$ cat src/rtl/core/bba_pkg.sv
// Shared types and constants for the bitmap block allocator.
// No dependencies; imported by every module of the block.
`default_nettype none

package bba_pkg;

  // Field widths fixed by the request / result formats
  localparam int unsigned OP_W  = 2;
  localparam int unsigned BLK_W = 14;
  localparam int unsigned CNT_W = 15;
  localparam int unsigned ST_W  = 2;

  // Configuration port
  localparam int unsigned CFG_IDX_W = 1;
  localparam logic [CFG_IDX_W-1:0] CFG_TOTAL    = 1'd0;
  localparam logic [CFG_IDX_W-1:0] CFG_RESERVED = 1'd1;
  localparam logic [CNT_W-1:0]     TOTAL_RST    = 15'd16384;
  localparam logic [CNT_W-1:0]     RESERVED_RST = 15'd0;

  // Default geometry of the usage map
  localparam int unsigned DEF_MAX_BLOCKS = 16384;
  localparam int unsigned DEF_WORD_BITS  = 32;

  typedef enum logic [OP_W-1:0] {
    OP_ALLOC  = 2'd0,
    OP_FREE   = 2'd1,
    OP_QUERY  = 2'd2,
    OP_FORMAT = 2'd3
  } op_e;

  typedef enum logic [ST_W-1:0] {
    ST_OK           = 2'd0,
    ST_NO_FREE      = 2'd1,
    ST_OUT_OF_RANGE = 2'd2,
    ST_ALREADY_FREE = 2'd3
  } status_e;

  // Classified request, front to back
  typedef struct packed {
    op_e              op;
    logic [BLK_W-1:0] blk;
    logic             oor;   // block at or past the effective total
  } job_t;

  typedef struct packed {
    status_e          status;
    logic [BLK_W-1:0] blk;
    logic             bit_value;
    logic [CNT_W-1:0] free_left;
  } result_t;

endpackage

`default_nettype wire

$ cat src/rtl/core/bba_front.sv
// Request front end: input handshake and range classification.
// Depends on bba_pkg.
`default_nettype none

module bba_front (
  input  wire logic                      s_valid_i,
  output logic                           s_ready_o,
  input  wire logic [bba_pkg::OP_W-1:0]  op_i,
  input  wire logic [bba_pkg::BLK_W-1:0] blk_i,
  input  wire logic [bba_pkg::CNT_W-1:0] total_eff_i,
  input  wire logic                      init_done_i,
  input  wire logic                      q_full_i,
  output logic                           q_push_o,
  output bba_pkg::job_t                  q_job_o
);
  import bba_pkg::*;

  // no beat taken while the map is being cleared after reset
  assign s_ready_o = init_done_i && !q_full_i;
  assign q_push_o  = s_valid_i && s_ready_o;

  always_comb begin
    q_job_o.op  = op_e'(op_i);
    q_job_o.blk = blk_i;
    q_job_o.oor = (CNT_W'(blk_i) >= total_eff_i);
  end

endmodule

`default_nettype wire

$ cat config.mk
export PLATFORM = sky130hd
export DESIGN_NAME = bba_front
export DESIGN_NICKNAME = d
export VERILOG_FILES = /design/src/rtl/core/bba_pkg.sv /design/src/rtl/core/bba_front.sv
export SDC_FILE = /design/constraint.sdc
export NUM_CORES = 1
export LEC_CHECK = 0
export BUFFER_PORTS_ARGS = -buffer_cell sky130_fd_sc_hd__buf_4
export CELL_PAD_IN_SITES_DETAIL_PLACEMENT = 1
export CELL_PAD_IN_SITES_GLOBAL_PLACEMENT = 1
export CORE_UTILIZATION = 24
export DETAILED_ROUTE_END_ITERATION = 10
export GPL_TIMING_DRIVEN = 0
export PLACE_DENSITY = 0.85
export SYNTH_ARGS = -nofsm -noshare
export SYNTH_HDL_FRONTEND = slang
export SYNTH_SLANG_ARGS = --single-unit
$ cat constraint.sdc
create_clock -name vclk -period 2.9
set_input_delay 0.58 -clock vclk [all_inputs]
set_output_delay 0.58 -clock vclk [all_outputs]
set_load 0.02 [all_outputs]
==> reports/metrics.yaml <==
setup_path:
  required_ns: 2.32
  cpMostUsedCell: "buf_4"
  crit_path_max_fanout: 2
  critPathMaxStageDelay_ns: 0.27
  path_depth: 8
  crit_buf_inv: 3
  crit_arrival_ns: 1.83
  path_delay_family: "compound AO/OA/AOI/OAI gates"
  cpMaxStageDelayCell: "ha_1"
  crit_chain: "buf_4 -> inv_1 -> ha_1 -> nand2b_4 -> a211oi_2 -> o221ai_1 -> a31o_1 -> buf_4"
  endpoint_kind: "output port"
  criticalPathCategory: "in2out"
  crit_start: "blk_i[0]"
  crit_path_start_kind: "primary input"
place:
  hpwlAfterDp_um: 1360
  io_buffers: 51
  gp_congestion: 0.658
  post-place-ws_ns: 0.476
  dp_cells: 141
  postPlaceCellArea_um2: 903
hold_path:
  whs_path_depth: 2
  hold_path_class: "in2out"
  min_from: "op_i[1]"
synth:
  synthSimpleGateAreaFrac_pct: 12.3
  synth-xor-area-share_pct: 0
  syn_area_um2: 489
  synth_cell_types: 18
  postSynthCellCount: 65
  syn-num-nets: 113
  synth_top_family_by_area: "adder cells"
  synth.area.mux_share_pct: 0
  ys_top_cells_by_area: "ha_1 36%, buf_4 25%, inv_1 11%, a21oi_1 5.1%, nand2b_4 2.8%"
  syn_area_per_cell_um2: 7.53
  yosys.area_share.adder_pct: 35.8
  synth_top_area_cell: "ha_1"
  synth_top_cell_area_share_pct: 35.8
  synth_compound_area_share_pct: 16.6
  ys_seq_area_share_pct: 0
  ys_warn_count: 0
timing:
  fmax_mhz: 415
  final.min_clock_period_ns: 2.41
  hold_violations: 0
  rsz0062_at_grt: "false"
  setup_ws_ns: 0.489
  drv_slew: 0
  setup_viol_count_final: 0
  setup_tns_ns: 0
  max_slew_margin_pct: 88.2
  period_share_pct: 83.2
  worst_pin_slew_ns: 0.177
status:
  outcome: "finished, final reports clean"
layout:
  seq_cell_count: 0
  drive_above_1_share_pct: 59.5
  final_area_um2: 903
  fill_cells: 246
  insertedDiodeCount: 0
  fin_util_pct: 49.6
  nClkBuffers: 0
  register_area_um2: 0
  fin_nets: 166
  syn2layout_area_growth_pct: 84.7
  multi_input_area_um2: 317
  final_cells: 141
floorplanning:
  rows: 15
  start_util_pct: 26.9
  coreArea_mm2: 0.00182
  die-height_um: 47.2
  die_w_um: 47.2
  fp.dieArea_mm2: 0.00222
  ioPinCount: 53
global_route:
  grt_max_degree: 4
  antenna_found_initial: 0
  grt_use_total_pct: 13.0
  grt_pass1_vias: 574
  grt_remaining_overflow: 0
  grt_pass1_wl_um: 2130
drt:
  drcViolationCount: 0
  ant_nets: 0
  wl_per_cell_um: 9.89
  num_vias: 587
  first_iter_violations: 0
  finalWirelength_um: 1400
  avgViaCountPerCell: 4.16
  drt_pass1_iterations: 1
pwr:
  p_leak_nw: 0.561
  power.density_mw_per_mm2: 150
  internal-power_uw: 79.2
  ir_drop_uv: 63.5
  p_sw_share_pct: 41.6
  comb_power_share_pct: 100.0
  p_seq_share_pct: 0
  p_sw_uw: 56.4
  clkPwrFrac_pct: 0
clocking:
  postCtsSetupBuffers: 0
  cts_hold_buf: 0
  post_cts_resized: 0
job:
  maxCapViolCount: 0
## layout by cell type, fill, tap and decap left out
master	instances
a211oi_2	1
a21o_1	1
a21oi_1	5
a31o_1	1
and2_1	1
and4_1	1
and4b_1	1
buf_4	67
ha_1	14
inv_1	14
nand2_1	3
nand2b_4	1
nor2_1	1
nor2b_1	1
o21ai_0	1
o21ai_1	1
o221ai_1	1
o2bb2ai_1	1
## per-layer routing
| metal | part of all wire [%] | vias to the layer above | GRT usage (%) |
|---|---|---|---|
| li1 | - | 302 | - |
| met1 | 37 | 253 | 12.7 |
| met2 | 55 | 32 | 30.6 |
| met3 | 7.7 | 0 | 0 |
| met4 | 0 | 0 | 0 |
| met5 | 0 | - | 0 |
## Yosys cell counts
| master | n |
|---|---|
| a21o_1 | 1 |
| nor2_1 | 1 |
| and4_1 | 1 |
| nor2b_1 | 1 |
| o21ai_1 | 1 |
| nand2b_4 | 1 |
| a211oi_2 | 1 |
| and4b_1 | 1 |
| o21ai_0 | 1 |
| buf_4 | 16 |
| ha_1 | 14 |
| nand2_1 | 3 |
| o2bb2ai_1 | 1 |
| o221ai_1 | 1 |
| a21oi_1 | 5 |
| a31o_1 | 1 |
| and2_1 | 1 |
| inv_1 | 14 |
## power groups by stage
stage	Sequential, mW	Combinational (mW)	Clock (mW)
global placement	0	0.133	0
CTS	0	0.138	0
detailed placement	0	0.138	0
global route	0	0.150	0
floorplan	0	0.0713	0
finish	0	0.136	0
## metrics by stage
step | hold WS, ns | power, mW
after floorplan | 1.24 | 0.0713
after global placement | 1.36 | 0.133
after detailed placement | 1.36 | 0.138
after CTS | 1.36 | 0.138
after global routing | 1.37 | 0.150
final | 1.36 | 0.136
## worst paths after layout
kind / slack (ns) / end
hold / removal: 1.36 / q_job_o[16]
setup / recovery: 0.49 / q_job_o[0]
## cells by family (layout without fill, tap and decap cells)
logic type / after synthesis / after routing
AOI/OAI and AO/OA: 12 / 12
adders and majority gates: 14 / 14
and+or+nand+nor: 9 / 9
buffers and inverters: 30 / 81
## layout make-up
| cell class | instances | area share (%) |
|---|---|---|
| inverters | 14 | 5.82 |
| multi-input cells | 35 | 35.0 |
| plain buffers | 16 | 13.3 |
| repair buffers | 51 | 42.4 |
| well taps | 25 | 3.46 |
Power figures use the tool's default switching activity.
