## src/rtl/core/bba_pkg.sv

```systemverilog
// Shared types and constants for the bitmap block allocator.
// No dependencies; imported by every module of the block.
`default_nettype none

package bba_pkg;

  // Field widths fixed by the request / result formats
  localparam int unsigned OP_W  = 2;
  localparam int unsigned BLK_W = 14;
  localparam int unsigned CNT_W = 15;
  localparam int unsigned ST_W  = 2;

  // Configuration port
  localparam int unsigned CFG_IDX_W = 1;
  localparam logic [CFG_IDX_W-1:0] CFG_TOTAL    = 1'd0;
  localparam logic [CFG_IDX_W-1:0] CFG_RESERVED = 1'd1;
  localparam logic [CNT_W-1:0]     TOTAL_RST    = 15'd16384;
  localparam logic [CNT_W-1:0]     RESERVED_RST = 15'd0;

  // Default geometry of the usage map
  localparam int unsigned DEF_MAX_BLOCKS = 16384;
  localparam int unsigned DEF_WORD_BITS  = 32;

  typedef enum logic [OP_W-1:0] {
    OP_ALLOC  = 2'd0,
    OP_FREE   = 2'd1,
    OP_QUERY  = 2'd2,
    OP_FORMAT = 2'd3
  } op_e;

  typedef enum logic [ST_W-1:0] {
    ST_OK           = 2'd0,
    ST_NO_FREE      = 2'd1,
    ST_OUT_OF_RANGE = 2'd2,
    ST_ALREADY_FREE = 2'd3
  } status_e;

  // Classified request, front to back
  typedef struct packed {
    op_e              op;
    logic [BLK_W-1:0] blk;
    logic             oor;   // block at or past the effective total
  } job_t;

  typedef struct packed {
    status_e          status;
    logic [BLK_W-1:0] blk;
    logic             bit_value;
    logic [CNT_W-1:0] free_left;
  } result_t;

endpackage

`default_nettype wire

```

## src/rtl/core/bba_queue.sv

```systemverilog
// Two-entry job queue between front end and engine.
// Depends on bba_pkg.
`default_nettype none

module bba_queue (
  input  wire logic          clk_i,
  input  wire logic          rst_ni,
  input  wire logic          push_i,
  input  bba_pkg::job_t      job_i,
  output logic               full_o,
  input  wire logic          pop_i,
  output logic               valid_o,
  output bba_pkg::job_t      job_o
);
  import bba_pkg::*;

  localparam int unsigned DEPTH = 2;

  job_t        mem_q [DEPTH];
  logic        wr_ptr_q, rd_ptr_q;
  logic [1:0]  cnt_q;

  assign full_o  = (cnt_q == 2'(DEPTH));
  assign valid_o = (cnt_q != 2'd0);
  assign job_o   = mem_q[rd_ptr_q];

  always_ff @(posedge clk_i or negedge rst_ni) begin
    if (!rst_ni) begin
      wr_ptr_q <= 1'b0;
      rd_ptr_q <= 1'b0;
      cnt_q    <= 2'd0;
    end else begin
      if (push_i) wr_ptr_q <= ~wr_ptr_q;
      if (pop_i)  rd_ptr_q <= ~rd_ptr_q;
      cnt_q <= cnt_q + 2'(push_i) - 2'(pop_i);
    end
  end

  always_ff @(posedge clk_i) begin
    if (push_i) mem_q[wr_ptr_q] <= job_i;
  end

endmodule

`default_nettype wire

```

## config.mk

```make
export PLATFORM = sky130hd
export DESIGN_NAME = bba_queue
export DESIGN_NICKNAME = d
export VERILOG_FILES = /design/src/rtl/core/bba_pkg.sv /design/src/rtl/core/bba_queue.sv
export SDC_FILE = /design/constraint.sdc
export NUM_CORES = 1
export LEC_CHECK = 0
export ABC_AREA = 1
export BUFFER_PORTS_ARGS = -buffer_cell sky130_fd_sc_hd__buf_2
export CORE_MARGIN = 4
export CORE_UTILIZATION = 33
export CTS_BUF_LIST = sky130_fd_sc_hd__clkbuf_4 sky130_fd_sc_hd__clkbuf_8
export DETAILED_ROUTE_END_ITERATION = 8
export PLACE_DENSITY = 0.55
export SLEW_MARGIN = 15
export SYNTH_ARGS = -nofsm -noshare
export SYNTH_HDL_FRONTEND = slang
export SYNTH_SLANG_ARGS = --single-unit
```

## constraint.sdc

```tcl
create_clock -name clk_i -period 3.41 [get_ports clk_i]
set_clock_uncertainty 0.2 [all_clocks]
set_input_delay 0.682 -clock clk_i [delete_from_list [all_inputs] [get_ports clk_i]]
set_output_delay 0.682 -clock clk_i [all_outputs]
set_load 0.02 [all_outputs]
```

==> impl_metrics.xml <==
<?xml version="1.0" encoding="UTF-8"?>
<metrics>
  <group name="cells_and_area">
    <metric name="num_antenna_cells" unit="">0</metric>
    <metric name="regArea" unit="mm2">0.00112</metric>
    <metric name="layout-area-overhead-vs-synth" unit="%">21.4</metric>
    <metric name="multiInputGateArea" unit="um2">282</metric>
    <metric name="fin_cells" unit="">211</metric>
    <metric name="filler_cell_count" unit="">436</metric>
    <metric name="layout-drive-gt1-share" unit="%">39.0</metric>
    <metric name="layout.nets" unit="">181</metric>
  </group>
  <group name="floorplan">
    <metric name="vertical_die_dimension" unit="um">76.6</metric>
    <metric name="die_w" unit="um">76.6</metric>
    <metric name="num_io_pins" unit="">40</metric>
    <metric name="die_area" unit="mm2">0.00587</metric>
    <metric name="floorplan.core_area" unit="mm2">0.00444</metric>
    <metric name="placement_rows" unit="">24</metric>
    <metric name="start_util" unit="%">34.9</metric>
  </group>
  <group name="clocking">
    <metric name="tritoncts_clock_tree" unit="">yes</metric>
    <metric name="postCtsSetupBuffers" unit="">0</metric>
    <metric name="clk_root_buffer_cell" unit="">clkbuf_8</metric>
    <metric name="clk_pin_slew" unit="ps">80</metric>
    <metric name="worst_skew_pair.late_latency" unit="ps">280</metric>
    <metric name="cts.sink_count" unit="">38</metric>
    <metric name="cts_htree_levels" unit="">2</metric>
    <metric name="tritoncts.num_buffers" unit="">5</metric>
    <metric name="clk_path_buf_depth" unit="">2</metric>
  </group>
  <group name="synthesis">
    <metric name="synthesis.yosys.warnings" unit="">0</metric>
    <metric name="synth.cell_area" unit="mm2">0.00155</metric>
    <metric name="synth.yosys.seq_area_share" unit="%">72.2</metric>
    <metric name="syn-instance-count" unit="">114</metric>
    <metric name="syn-num-nets" unit="">137</metric>
    <metric name="average_instance_area_after_synthesis" unit="um2">13.6</metric>
    <metric name="post_synth_num_cell_types" unit="">12</metric>
    <metric name="yosys_register_bits" unit="">38</metric>
  </group>
  <group name="critical_path">
    <metric name="timing_worst_setup_path_type" unit="">flop to primary output</metric>
    <metric name="start_kind" unit="">flop</metric>
    <metric name="r2r_cells" unit="">1</metric>
    <metric name="crit_required" unit="ps">2530</metric>
    <metric name="critical_path_peak_fanout" unit="">20</metric>
    <metric name="regToRegStartpoint" unit="">wr_ptr_q</metric>
    <metric name="critPathCaptureType" unit="">primary output</metric>
    <metric name="worst_flop_to_flop_path_endpoint" unit="">mem_q[0][11]</metric>
    <metric name="reg2reg_setup_slack" unit="ps">1670</metric>
    <metric name="timing.critical_path.arrival" unit="ps">1660</metric>
  </group>
  <group name="hold_path">
    <metric name="min_path_type" unit="">flop to flop</metric>
    <metric name="min_delay_worst_endpoint" unit="">wr_ptr_q</metric>
    <metric name="timing.hold.worst_path_depth" unit="">1</metric>
    <metric name="source_of_the_worst_hold_timing_path" unit="">wr_ptr_q</metric>
  </group>
  <group name="timing">
    <metric name="slew_of_the_pin_with_the_lowest_slew_margin" unit="ps">931</metric>
    <metric name="post-route-period-util" unit="%">74.6</metric>
    <metric name="slew_viol_final" unit="">0</metric>
    <metric name="report.final.hold_viol_count" unit="">0</metric>
    <metric name="finalWorstSetupSlack" unit="ps">865</metric>
    <metric name="period_needed" unit="ps">2550</metric>
    <metric name="setup_viol" unit="">0</metric>
    <metric name="final.setup.tns" unit="ps">0</metric>
    <metric name="hold_slack" unit="ps">320</metric>
    <metric name="rel_slew_slack" unit="%">37.9</metric>
    <metric name="achievable-frequency" unit="MHz">393</metric>
    <metric name="rsz_0062_raised_after_global_routing" unit="">no</metric>
  </group>
  <group name="place">
    <metric name="place.detailed.instances" unit="">202</metric>
    <metric name="gp_congestion" unit="">0.563</metric>
    <metric name="io_buffer_count" unit="">39</metric>
    <metric name="pre_cts_slack" unit="ps">1160</metric>
    <metric name="place.detailed.hpwl" unit="um">1920</metric>
  </group>
  <group name="run_status">
    <metric name="outcome" unit="">complete, no violations</metric>
  </group>
  <group name="global_routing">
    <metric name="global_route.overflow_total" unit="">0</metric>
    <metric name="grt_pass1_vias" unit="">980</metric>
    <metric name="grt_max_degree" unit="">21</metric>
    <metric name="wire_length_of_the_first_global_routing_pass" unit="um">4440</metric>
    <metric name="number_of_antenna_violations_at_the_first_check_in_global_routing" unit="">0</metric>
    <metric name="gr-usage-all-layers" unit="%">9.76</metric>
  </group>
  <group name="power">
    <metric name="vdd_ir_drop_max" unit="V">0.000383</metric>
    <metric name="power.leakage" unit="nW">0.835</metric>
    <metric name="power" unit="mW">1.62</metric>
    <metric name="power_density" unit="mW/mm2">860</metric>
  </group>
  <group name="detailed_routing">
    <metric name="avgRoutedWirePerCell" unit="um">12.3</metric>
    <metric name="number_of_design_rule_violations_left_by_the_first_detailed_router_iteration" unit="">22</metric>
    <metric name="route.vias.total" unit="">906</metric>
    <metric name="remaining_drc_errors" unit="">0</metric>
    <metric name="route.detailed.vias_per_inst" unit="">4.29</metric>
    <metric name="initial_drt_pass_iterations" unit="">4</metric>
    <metric name="detail_route.wirelength" unit="um">2590</metric>
    <metric name="detail-route-antenna-nets" unit="">0</metric>
  </group>
  <group name="flow_run">
    <metric name="max_cap_violations" unit="">0</metric>
  </group>
</metrics>
[worst max-delay path, cell delays in order, from the launching register on]
cell and delay (ps):
dfrtp_1 660, buf_4 370, nand2_1 100, o21ai_2 70, buf_2 180
[where the power goes]
group | internal, mW | switching (mW)
clock | 0.217 | 0.156
combinational | 0.183 | 0.382
sequential | 0.625 | 0.0558
total | 1.03 | 0.595
[sequential cells by signal, summed over array words and instances (netlist names)]
signal	count
mem_q	34
cnt_q	2
rd_ptr_q	1
wr_ptr_q	1
[metal layers]
| metal | global-route usage (%) | vias up | routed length (um) |
|---|---|---|---|
| li1 | - | 459 | - |
| met1 | 11.4 | 413 | 1160 |
| met2 | 15.9 | 29 | 1230 |
| met3 | 4.49 | 5 | 172 |
| met4 | 3.26 | 0 | 24 |
| met5 | 0 | - | 0 |
[cell families after synthesis]
group / count (synthesis) / share of synthesized area, %
flops: 38 / 72.2
buf+inv: 28 / 9.83
simple gates: 27 / 6.61
compound gates: 17 / 8.62
xor+xnor: 2 / 1.13
fa+ha+maj: 2 / 1.61
[synthesized netlist by cell type]
library cell	instances	share of area, %
o21ai_0	4	1.3
o21ai_2	13	7.3
edfxtp_1	34	66
nand3_1	1	0.32
buf_6	2	1.5
inv_1	24	5.8
nand2_1	24	5.8
ha_1	2	1.6
dfrtp_1	4	6.4
nor2_1	2	0.48
xor2_1	2	1.1
buf_12	2	2.6
[per-stage QoR]
step / utilization, % / area, um2
detailed placement: 39.6 / 1760
global placement: 39.6 / 1760
floorplan: - / 1550
finish: 42.4 / 1880
CTS: 42.4 / 1880
global route: 42.4 / 1880
[area by class of cell]
type | count | share of cell area [%]
well taps | 52 | 3.45
inverters | 24 | 4.78
clock buffers | 5 | 3.65
clock inverters | 3 | 2.39
multi-input cells | 48 | 14.9
repair buffers | 41 | 11.3
flip-flops and latches | 38 | 59.5
[cells in the final DEF, fill, tap and decap left out]
cell type,n
dfrtp_1,4
nor2_2,1
xor2_1,2
o21ai_2,13
dlygate4sd3_1,1
clkinvlp_4,2
ha_1,2
nand2_1,24
o21ai_0,4
nand3_1,1
buf_4,1
nor2_1,1
buf_2,39
clkbuf_8,5
edfxtp_1,34
bufinv_16,1
inv_1,24
[repair_timing]
action,CTS,global route
gates resized for setup,0,0
hold buffers,1,0
hold endpoints to repair,4,0
[how the worst max path moves through the flow]
stage | startpoint | end | slack (ps) | cells past startpoint
global placement | rd_ptr_q | job_o[6] | 1200 | 4
detailed placement | rd_ptr_q | job_o[3] | 1160 | 4
CTS | rd_ptr_q | job_o[3] | 830 | 4
global route | rd_ptr_q | job_o[6] | 720 | 4
floorplan | push_i | mem_q[0][0] | 1370 | 2
finish | rd_ptr_q | job_o[3] | 860 | 4
Power figures use the tool's default switching activity.
